==> config.mk <==
export PLATFORM = sky130hd
export DESIGN_NAME = stack_machine_execute_unit
export DESIGN_NICKNAME = d
export VERILOG_FILES = /design/src/smeu_pkg.sv /design/src/smeu_alu.sv /design/src/stack_machine_execute_unit.sv
export SDC_FILE = /design/constraint.sdc
export NUM_CORES = 2
export LEC_CHECK = 0
export BUFFER_PORTS_ARGS = -buffer_cell sky130_fd_sc_hd__buf_2
export CORE_AREA = 4 4 536 644
export DETAILED_ROUTE_END_ITERATION = 10
export DIE_AREA = 0 0 540 648
export HOLD_SLACK_MARGIN = 0.02
export PLACE_DENSITY = 0.51
export RECOVER_POWER = 100
export SYNTH_ARGS = -nofsm -noshare
export SYNTH_HDL_FRONTEND = slang
export SYNTH_SLANG_ARGS = --single-unit
==> constraint.sdc <==
create_clock -name clock -period 9.6 [get_ports clock]
set_clock_uncertainty 0.2 [all_clocks]
set_input_delay 2.4 -clock clock [delete_from_list [all_inputs] [get_ports clock]]
set_output_delay 2.4 -clock clock [all_outputs]
set_load 0.03 [all_outputs]
==> src/smeu_pkg.sv <==
// Package for the stack machine execute unit: sizes, opcodes, status codes,
// sequencer states and the shared ALU request type. No dependencies.
package smeu_pkg;

   localparam int STACK_DEPTH  = 64;
   localparam int NUM_REGS     = 4;
   localparam int RETURN_DEPTH = 16;
   localparam int POS_BITS     = 16;

   localparam int SP_BITS  = $clog2(STACK_DEPTH);
   localparam int SC_BITS  = $clog2(STACK_DEPTH + 1);
   localparam int RP_BITS  = (RETURN_DEPTH > 1) ? $clog2(RETURN_DEPTH) : 1;
   localparam int RC_BITS  = $clog2(RETURN_DEPTH + 1);
   localparam int REG_BITS = (NUM_REGS > 1) ? $clog2(NUM_REGS) : 1;

   typedef enum logic [4:0] {
      OP_PUSHR = 5'd0,  OP_POPR = 5'd1,  OP_RET = 5'd2,  OP_CALL = 5'd3,
      OP_JMP   = 5'd4,  OP_JEQ  = 5'd5,  OP_JNE = 5'd6,  OP_JA   = 5'd7,
      OP_JAE   = 5'd8,  OP_JB   = 5'd9,  OP_JBE = 5'd10, OP_PUSH = 5'd11,
      OP_POP   = 5'd12, OP_ADD  = 5'd13, OP_SUB = 5'd14, OP_MUL  = 5'd15,
      OP_DIV   = 5'd16, OP_OUT  = 5'd17, OP_IN  = 5'd18
   } opcode_type;

   typedef enum logic [2:0] {
      ST_OK = 3'd0, ST_UNDERFLOW = 3'd1, ST_OVERFLOW = 3'd2, ST_RET_UNDER = 3'd3,
      ST_RET_OVER = 3'd4, ST_DIV_ZERO = 3'd5, ST_BAD_OP = 3'd6, ST_BAD_TARGET = 3'd7
   } status_type;

   typedef enum logic [2:0] {
      S_IDLE, S_READ_TOP, S_READ_BELOW, S_EXEC, S_ALU_WAIT, S_DONE
   } state_type;

   // Handshake between the sequencer and the shared arithmetic unit.
   typedef struct packed {
      logic        start;
      logic        is_div;
      logic [31:0] a;
      logic [31:0] b;
   } alu_req_type;

   typedef struct packed {
      logic        done;
      logic [31:0] result;
   } alu_rsp_type;

endpackage

==> src/smeu_alu.sv <==
// Shared multi-cycle multiply/divide unit: shift-add multiply and
// restoring divide, one bit per cycle. Uses smeu_pkg.
module smeu_alu (
   input  logic                 clock,
   input  logic                 reset,
   input  smeu_pkg::alu_req_type req,
   output smeu_pkg::alu_rsp_type rsp
);
   import smeu_pkg::*;

   logic        busy_ff, busy_in;
   logic        div_ff, div_in;
   logic        neg_ff, neg_in;
   logic [5:0]  cnt_ff, cnt_in;
   logic [31:0] acc_ff, acc_in;
   logic [31:0] opa_ff, opa_in;
   logic [31:0] opb_ff, opb_in;
   logic        done_ff, done_in;
   logic [32:0] trial;
   logic [31:0] rem_sh;

   always_comb begin
      busy_in = busy_ff;
      div_in  = div_ff;
      neg_in  = neg_ff;
      cnt_in  = cnt_ff;
      acc_in  = acc_ff;
      opa_in  = opa_ff;
      opb_in  = opb_ff;
      done_in = 1'b0;
      rem_sh  = {acc_ff[30:0], opa_ff[31]};
      trial   = {1'b0, rem_sh} - {1'b0, opb_ff};
      if (req.start && !busy_ff) begin
         busy_in = 1'b1;
         div_in  = req.is_div;
         cnt_in  = 6'd0;
         acc_in  = 32'd0;
         // Division works on magnitudes and fixes the sign at the end.
         neg_in  = req.is_div & (req.a[31] ^ req.b[31]);
         opa_in  = (req.is_div && req.a[31]) ? 32'd0 - req.a : req.a;
         opb_in  = (req.is_div && req.b[31]) ? 32'd0 - req.b : req.b;
      end else if (busy_ff) begin
         if (div_ff) begin
            // Quotient bits shift into opa from the bottom.
            if (!trial[32]) begin
               acc_in = trial[31:0];
               opa_in = {opa_ff[30:0], 1'b1};
            end else begin
               acc_in = rem_sh;
               opa_in = {opa_ff[30:0], 1'b0};
            end
         end else begin
            acc_in = acc_ff + (opb_ff[0] ? opa_ff : 32'd0);
            opa_in = {opa_ff[30:0], 1'b0};
            opb_in = {1'b0, opb_ff[31:1]};
         end
         cnt_in = cnt_ff + 6'd1;
         if (cnt_ff == 6'd31) begin
            busy_in = 1'b0;
            done_in = 1'b1;
         end
      end
   end

   always_ff @(posedge clock) begin
      if (reset) begin
         busy_ff <= 1'b0;
         done_ff <= 1'b0;
      end else begin
         busy_ff <= busy_in;
         done_ff <= done_in;
      end
      div_ff <= div_in;
      neg_ff <= neg_in;
      cnt_ff <= cnt_in;
      acc_ff <= acc_in;
      opa_ff <= opa_in;
      opb_ff <= opb_in;
   end

   assign rsp.done   = done_ff;
   assign rsp.result = div_ff ? (neg_ff ? 32'd0 - opa_ff : opa_ff) : acc_ff;

   always_ff @(posedge clock) begin
      if (!reset && done_ff) begin
         assert (!busy_ff) else $error("alu done while still busy");
      end
   end
   assert property (@(posedge clock) disable iff (reset)
      req.start && !busy_ff |=> busy_ff) else $error("alu failed to start");
   assert property (@(posedge clock) disable iff (reset)
      busy_ff && cnt_ff == 6'd31 |=> done_ff && !busy_ff)
      else $error("alu did not finish after 32 steps");
   assert property (@(posedge clock) disable iff (reset)
      done_ff |=> !done_ff) else $error("alu done held two cycles");

endmodule

==> src/stack_machine_execute_unit.sv <==
// Top level of the stack machine execute unit: sequencer, data and return
// stack memories, register file. Uses smeu_pkg and smeu_alu.
// The result is registered after two registered reads of the data stack
// memory and the execute state; mul and div also wait on the shared
// bit-serial unit. A new instruction is not accepted until the result has
// been taken: req_tready is high only when idle.
// Reset clears counts, registers and control; stack memories are not cleared.
module stack_machine_execute_unit (
   input  logic        clock,
   input  logic        reset,
   input  logic        req_tvalid,
   output logic        req_tready,
   // mode[4:0], reg_index[6:5], immediate[38:7], position[54:39],
   // in_value[86:55], zero fill [87]
   input  logic [87:0] req_tdata,
   output logic        rsp_tvalid,
   input  logic        rsp_tready,
   // next_position[15:0], taken[16], out_value[48:17], out_valid[49],
   // status[52:50], zero fill [55:53]
   output logic [55:0] rsp_tdata
);
   import smeu_pkg::*;

   state_type state_ff, state_in;

   logic [31:0] dstack [STACK_DEPTH];
   logic [POS_BITS-1:0] rstack [RETURN_DEPTH];
   logic [31:0] regs_ff [NUM_REGS];

   logic [SC_BITS-1:0] sc_ff, sc_in;
   logic [RC_BITS-1:0] rc_ff, rc_in;
   logic [15:0]        depth_ff, depth_in;

   logic [4:0]  op_ff;
   logic [REG_BITS-1:0] ri_ff;
   logic [31:0] imm_ff, inv_ff;
   logic [POS_BITS-1:0] pos_ff;
   logic [31:0] top_ff, below_ff, rd_ff;
   logic [POS_BITS-1:0] rrd_ff;

   logic [15:0] nxt_ff, nxt_in;
   logic        tk_ff, tk_in, ov_ff, ov_in;
   logic [31:0] oval_ff, oval_in;
   logic [2:0]  st_ff, st_in;

   logic                d_we, r_we, g_we;
   logic [SP_BITS-1:0]  d_wa, d_ra;
   logic [31:0]         d_wd;
   logic [RP_BITS-1:0]  r_wa, r_ra;
   logic [POS_BITS-1:0] r_wd;
   logic [31:0]         g_wd;

   alu_req_type alu_req;
   alu_rsp_type alu_rsp;

   smeu_alu u_alu (.clock(clock), .reset(reset), .req(alu_req), .rsp(alu_rsp));

   logic        is_jump, bad_target, cond;
   logic signed [31:0] st_s, sb_s;
   status_type  chk;

   assign is_jump = (op_ff >= OP_CALL) && (op_ff <= OP_JBE);
   assign bad_target = imm_ff[31] ||
      ((POS_BITS < 31) && ((imm_ff >> POS_BITS) != 32'd0));
   assign st_s = top_ff;
   assign sb_s = below_ff;

   always_comb begin
      chk = ST_OK;
      if (op_ff > OP_IN) chk = ST_BAD_OP;
      else if (is_jump && bad_target) chk = ST_BAD_TARGET;
      else if ((op_ff == OP_PUSHR || op_ff == OP_PUSH || op_ff == OP_IN) &&
               sc_ff >= SC_BITS'(STACK_DEPTH)) chk = ST_OVERFLOW;
      else if ((op_ff == OP_POPR || op_ff == OP_POP || op_ff == OP_OUT) &&
               sc_ff == '0) chk = ST_UNDERFLOW;
      else if (((op_ff >= OP_JEQ && op_ff <= OP_JBE) ||
                (op_ff >= OP_ADD && op_ff <= OP_DIV)) &&
               sc_ff < SC_BITS'(2)) chk = ST_UNDERFLOW;
      else if (op_ff == OP_RET && rc_ff == '0) chk = ST_RET_UNDER;
      else if (op_ff == OP_CALL && rc_ff >= RC_BITS'(RETURN_DEPTH)) chk = ST_RET_OVER;
      else if (op_ff == OP_DIV && top_ff == 32'd0) chk = ST_DIV_ZERO;
   end

   always_comb begin
      case (op_ff)
         OP_JEQ:  cond = st_s == sb_s;
         OP_JNE:  cond = st_s != sb_s;
         OP_JA:   cond = st_s > sb_s;
         OP_JAE:  cond = st_s >= sb_s;
         OP_JB:   cond = st_s < sb_s;
         OP_JBE:  cond = st_s <= sb_s;
         default: cond = 1'b0;
      endcase
   end

   always_comb begin
      state_in = state_ff;
      sc_in = sc_ff; rc_in = rc_ff; depth_in = depth_ff;
      nxt_in = nxt_ff; tk_in = tk_ff; ov_in = ov_ff; oval_in = oval_ff; st_in = st_ff;
      d_we = 1'b0; d_wa = sc_ff[SP_BITS-1:0]; d_wd = top_ff;
      d_ra = SP_BITS'(sc_ff - SC_BITS'(1));
      r_we = 1'b0; r_wa = rc_ff[RP_BITS-1:0]; r_wd = pos_ff;
      r_ra = RP_BITS'(rc_ff - RC_BITS'(1));
      g_we = 1'b0; g_wd = top_ff;
      alu_req = '0;
      alu_req.a = below_ff;
      alu_req.b = top_ff;
      alu_req.is_div = (op_ff == OP_DIV);
      req_tready = 1'b0;
      case (state_ff)
         S_IDLE: begin
            req_tready = 1'b1;
            if (req_tvalid) state_in = S_READ_TOP;
         end
         S_READ_TOP: begin
            d_ra = SP_BITS'(sc_ff - SC_BITS'(2));
            state_in = S_READ_BELOW;
         end
         S_READ_BELOW: state_in = S_EXEC;
         S_EXEC: begin
            nxt_in = 16'(pos_ff); tk_in = 1'b0; ov_in = 1'b0; oval_in = 32'd0;
            st_in = chk;
            state_in = S_DONE;
            if (chk == ST_OK) begin
               case (op_ff)
                  OP_PUSHR: begin
                     d_we = 1'b1; d_wd = regs_ff[ri_ff]; sc_in = sc_ff + SC_BITS'(1);
                  end
                  OP_POPR: begin
                     g_we = 1'b1; sc_in = sc_ff - SC_BITS'(1);
                  end
                  OP_RET: begin
                     rc_in = rc_ff - RC_BITS'(1);
                     nxt_in = 16'(rrd_ff); tk_in = 1'b1;
                     depth_in = depth_ff - 16'd1;
                  end
                  OP_CALL: begin
                     r_we = 1'b1; rc_in = rc_ff + RC_BITS'(1);
                     nxt_in = imm_ff[15:0]; tk_in = 1'b1;
                     depth_in = depth_ff + 16'd1;
                  end
                  OP_JMP: begin
                     nxt_in = imm_ff[15:0]; tk_in = 1'b1;
                  end
                  OP_PUSH: begin
                     d_we = 1'b1; d_wd = imm_ff; sc_in = sc_ff + SC_BITS'(1);
                  end
                  OP_IN: begin
                     d_we = 1'b1; d_wd = inv_ff; sc_in = sc_ff + SC_BITS'(1);
                  end
                  OP_POP: sc_in = sc_ff - SC_BITS'(1);
                  OP_ADD, OP_SUB: begin
                     d_we = 1'b1; d_wa = SP_BITS'(sc_ff - SC_BITS'(2));
                     d_wd = (op_ff == OP_ADD) ? below_ff + top_ff : below_ff - top_ff;
                     sc_in = sc_ff - SC_BITS'(1);
                  end
                  OP_MUL, OP_DIV: begin
                     alu_req.start = 1'b1;
                     state_in = S_ALU_WAIT;
                  end
                  OP_OUT: begin
                     sc_in = sc_ff - SC_BITS'(1); ov_in = 1'b1; oval_in = top_ff;
                  end
                  default: begin
                     if (cond) begin
                        nxt_in = imm_ff[15:0]; tk_in = 1'b1;
                     end
                  end
               endcase
            end
         end
         S_ALU_WAIT: begin
            if (alu_rsp.done) begin
               d_we = 1'b1; d_wa = SP_BITS'(sc_ff - SC_BITS'(2));
               d_wd = alu_rsp.result;
               sc_in = sc_ff - SC_BITS'(1);
               state_in = S_DONE;
            end
         end
         S_DONE: begin
            if (rsp_tready) state_in = S_IDLE;
         end
         default: state_in = S_IDLE;
      endcase
   end

   always_ff @(posedge clock) begin
      if (reset) begin
         state_ff <= S_IDLE;
         sc_ff <= '0; rc_ff <= '0; depth_ff <= '0;
         for (int i = 0; i < NUM_REGS; i++) regs_ff[i] <= 32'd0;
      end else begin
         state_ff <= state_in;
         sc_ff <= sc_in; rc_ff <= rc_in; depth_ff <= depth_in;
         if (g_we) regs_ff[ri_ff] <= g_wd;
      end
      nxt_ff <= nxt_in; tk_ff <= tk_in; ov_ff <= ov_in;
      oval_ff <= oval_in; st_ff <= st_in;
      if (state_ff == S_IDLE && req_tvalid) begin
         op_ff  <= req_tdata[4:0];
         ri_ff  <= REG_BITS'(req_tdata[6:5] % NUM_REGS);
         imm_ff <= req_tdata[38:7];
         pos_ff <= POS_BITS'(req_tdata[54:39]);
         inv_ff <= req_tdata[86:55];
      end
   end

   // Data and return stack memories with registered reads. The top word is
   // read while idle and the word below it in the first read state.
   always_ff @(posedge clock) begin
      if (d_we) dstack[d_wa] <= d_wd;
      rd_ff <= dstack[d_ra];
      if (r_we) rstack[r_wa] <= r_wd;
      rrd_ff <= rstack[r_ra];
      if (state_ff == S_READ_TOP) top_ff <= rd_ff;
      if (state_ff == S_READ_BELOW) below_ff <= rd_ff;
   end

   assign rsp_tvalid = (state_ff == S_DONE);
   assign rsp_tdata  = {3'd0, st_ff, ov_ff, oval_ff, tk_ff, nxt_ff};

   assert property (@(posedge clock) disable iff (reset)
      rsp_tvalid |-> !req_tready) else $error("accepting while result pending");
   assert property (@(posedge clock) disable iff (reset)
      sc_ff <= SC_BITS'(STACK_DEPTH)) else $error("stack count out of range");
   assert property (@(posedge clock) disable iff (reset)
      rc_ff <= RC_BITS'(RETURN_DEPTH)) else $error("return count out of range");
   assert property (@(posedge clock) disable iff (reset)
      rsp_tvalid && st_ff != ST_OK |-> !tk_ff && !ov_ff)
      else $error("faulting instruction changed flow or output");

endmodule
==> results.sh <==
export IMPL_relSlewSlack=-1.98
export IMPL_whs_path_depth=0
export IMPL_avgSynthCellArea_um2=17.9
export IMPL_cts_tree="built"
export IMPL_yosysSeqAreaShare=0.705
export IMPL_met2_usage=0.318
export IMPL_setup_ws_ns=1.07
export IMPL_cts_setup_buffers=0
export IMPL_cp_arrival_ns=8.88
export IMPL_status="complete, but fails checks"
export IMPL_antenna_found_initial=16
export IMPL_cts_sinks=2807
export IMPL_clock_latency_ns=0.86
export IMPL_whs_ns=0.216
export IMPL_ir_drop_v=0.000143
export IMPL_io_buffers=145
export IMPL_end_kind="flop"
export IMPL_cts_buffer_depth=4
export IMPL_place_ws_ns=2.44
export IMPL_synthArstFlopShare=0
export IMPL_synthesis_area_mm2=0.118
export IMPL_ctsHtreeMaxLevel=5
export IMPL_grt_pass1_wl_um=474000
export IMPL_hp_start="rd_ff[4]$_DFF_P_"
export IMPL_regToRegSetupSlack_ns=1.07
export IMPL_failed_checks="capacitance limit, slew limit"
export IMPL_fmax_mhz=117
export IMPL_grt_usage=0.186
export IMPL_layout_common_cells="edfxtp_1, mux4_2, a21oi_1, clkbuf_16, nand2_1"
export IMPL_first_pass_iters=9
export IMPL_maxCapViolations=39
export IMPL_die_x_um=540
export IMPL_drt_wirelength_per_cell_um=28.7
export IMPL_place_area_mm2=0.125
export IMPL_core_area_mm2=0.338
export IMPL_use_met1=0.243
export IMPL_drive_above_1_share=0.208
export IMPL_initial_utilization=0.349
export IMPL_setup_tns_ns=0
export IMPL_layout_nets=7093
export IMPL_antenna_left=0
export IMPL_p_leak_nw=43.2
export IMPL_crit_required_ns=9.95
export IMPL_die_h_um=648
export IMPL_yosys_warnings=0
export IMPL_timing_rr_end="dstack[31][14]$_DFFE_PP_"
export IMPL_finalHoldViolCount=0
export IMPL_finalCritPeriodShare=0.888
export IMPL_tightest_slew_ns=4.47
export IMPL_place_congestion=0.904
export IMPL_nFillCells=30700
export IMPL_fin_area_mm2=0.134
export IMPL_finalMaxSlewViolations=1974
export IMPL_rr_worst_depth=15
export IMPL_num_vias=62800
export IMPL_viasPerCell=5.42
export IMPL_r2r_start="g_wd[1]$_DFFE_PP_"
export IMPL_synthFlopType="edfxtp_1"
export IMPL_hold_buffers=0
export IMPL_num_io_pins=150
export IMPL_grt_pass1_vias=63700
export IMPL_worstHoldEndpoint="g_wd[4]$_DFFE_PP_"
export IMPL_grt_overflow=0
export IMPL_num_rows=234
export IMPL_totalPowerFinal_mw=28.1
export IMPL_area_growth_synth_to_final_pct=13.7
export IMPL_numCtsBuffers=304
export IMPL_hpwl_um=207000
export IMPL_fin_crit_ns=8.53
export IMPL_rsz0062_at_grt="false"
export IMPL_postCtsResizedCells=0
export IMPL_initialDrtViolationCount=5439
export IMPL_hold_path_class="flop to flop"
export IMPL_routed_wl_um=333000
export IMPL_crit_type="flop to flop"
export IMPL_ff_latch_area_mm2=0.0832
export IMPL_final_common_cell="edfxtp_1"
export IMPL_synth_edf_count=2702
export IMPL_clkSlewWorstSetupHoldPaths_ns=0.06
export IMPL_netlist_instances=6579
export IMPL_dieArea_mm2=0.350
export IMPL_cp_start_kind="flop"
export IMPL_power_density_mw_per_mm2=209
export IMPL_grt_max_degree=123
export IMPL_busiest_layer="met2"
export IMPL_drc_errors=0
export IMPL_ys_ff_latch=2807
export IMPL_synth_distinct_cells=102
export IMPL_crit_path_max_fanout=21
export IMPL_multi_input_area_mm2=0.0333
export IMPL_met3_usage=0.0272
export IMPL_root_buffer="clkbuf_16"
export IMPL_setup_viol=0
==> critical path: stages, from the launching register on <==
cell      delay, ns
edfxtp_1       0.56
inv_1          0.29
ha_1           0.28
or3b_1         0.44
nor3b_1        1.07
nand4_1        0.53
nor4_1         1.03
nor3_1         0.23
and4_4         0.32
nand2_1        0.09
buf_4          0.32
nand2_1        0.42
nand3_1        0.23
clkbuf_1       0.96
nor2_1         0.71
buf_4          0.47
==> registers in the layout, indices dropped and copies added (netlist names), 32 cells and up, named ones only <==
signal and count:
below_ff 32, u_alu.opb_ff 32, dstack 2048, g_wd 32
rd_ff 32, rstack 256, inv_ff 32, u_alu.acc_ff 32
regs_ff 128, imm_ff 32, u_alu.opa_ff 32, oval_ff 32
==> cell usage after synthesis, drive strengths merged, types with 15 or more instances <==
| library cell | n | area [um2] |
|---|---|---|
| nor2b | 147 | 920 |
| xnor2 | 118 | 1030 |
| o31ai | 19 | 158 |
| nor3 | 52 | 275 |
| o21ai | 181 | 936 |
| o22ai | 19 | 119 |
| nor2 | 268 | 1010 |
| nand2b | 24 | 150 |
| a31oi | 24 | 165 |
| buf | 155 | 953 |
| a22o | 18 | 158 |
| a221o | 16 | 160 |
| nand4 | 21 | 144 |
| clkbuf | 226 | 848 |
| ha | 146 | 1830 |
| edfxtp | 2702 | 81100 |
| dfxtp | 105 | 2100 |
| mux4 | 656 | 14800 |
| nand2 | 211 | 800 |
| a211oi | 157 | 1180 |
| and2 | 196 | 1230 |
| nor4 | 26 | 193 |
| nand3 | 53 | 275 |
| or3 | 26 | 163 |
| a21o | 69 | 518 |
| o21a | 15 | 113 |
| a22oi | 19 | 143 |
| inv | 106 | 398 |
| a222oi | 30 | 300 |
| mux2i | 162 | 1620 |
| a21oi | 327 | 1660 |
| o211ai | 22 | 165 |
| xor2 | 99 | 867 |
==> worst max path at each step <==
stage                                         from                        to  slack, ns  cells after the start
after detailed placement         g_wd[1]$_DFFE_PP_   dstack[27][2]$_DFFE_PP_       2.44                     14
final                            g_wd[1]$_DFFE_PP_  dstack[31][14]$_DFFE_PP_       1.07                     15
after floorplan                  g_wd[0]$_DFFE_PP_   dstack[0][27]$_DFFE_PP_       2.26                     18
after global placement           g_wd[1]$_DFFE_PP_  dstack[25][29]$_DFFE_PP_       2.50                     20
after global routing      state_ff[1]$_SDFFE_PP0P_  dstack[29][31]$_DFFE_PP_       0.96                     10
after CTS                        g_wd[1]$_DFFE_PP_  dstack[20][29]$_DFFE_PP_       2.42                     20
==> cells by family (layout without fill, tap and decap cells) <==
logic type      Yosys count  after routing  synth area share
fa+ha+maj               149            149            0.0160
compound gates          995            995            0.0557
flops                  2807           2807             0.705
simple gates           1100           1100            0.0488
other cells               1             13         0.0000318
mux                     823            823             0.139
xor+xnor                217            217            0.0161
buf+inv                 487            999            0.0186
==> final cells by class <==
cell class,count,share of cell area
clock buffers,399,0.0615
clock inverters,148,0.0104
repair buffers,346,0.0152
multi-input cells,3287,0.248
diodes,10,0.000186
well taps,4484,0.0418
flip-flops and latches,2807,0.620
inverters,106,0.00296
==> through the flow <==
step	instances	utilization
final	11600	0.397
after global routing	11600	0.397
after CTS	11600	0.398
after detailed placement	11000	0.370
after global placement	11000	0.370
after floorplan	6581	-
==> where the power goes <==
part	leakage, nW	switching [mW]	total (mW)	internal [mW]
combinational	13.1	1.67	2.51	0.846
clock	4.71	4.79	11.5	6.69
sequential	25.4	0.245	14.1	13.9
==> per-layer routing <==
metal / wire length, um / up-vias
met2: 166000 / 1805
li1: - / 27100
met5: 33 / -
met3: 17200 / 465
met1: 137000 / 33400
met4: 12700 / 4
(Power assumes the default switching activity.)
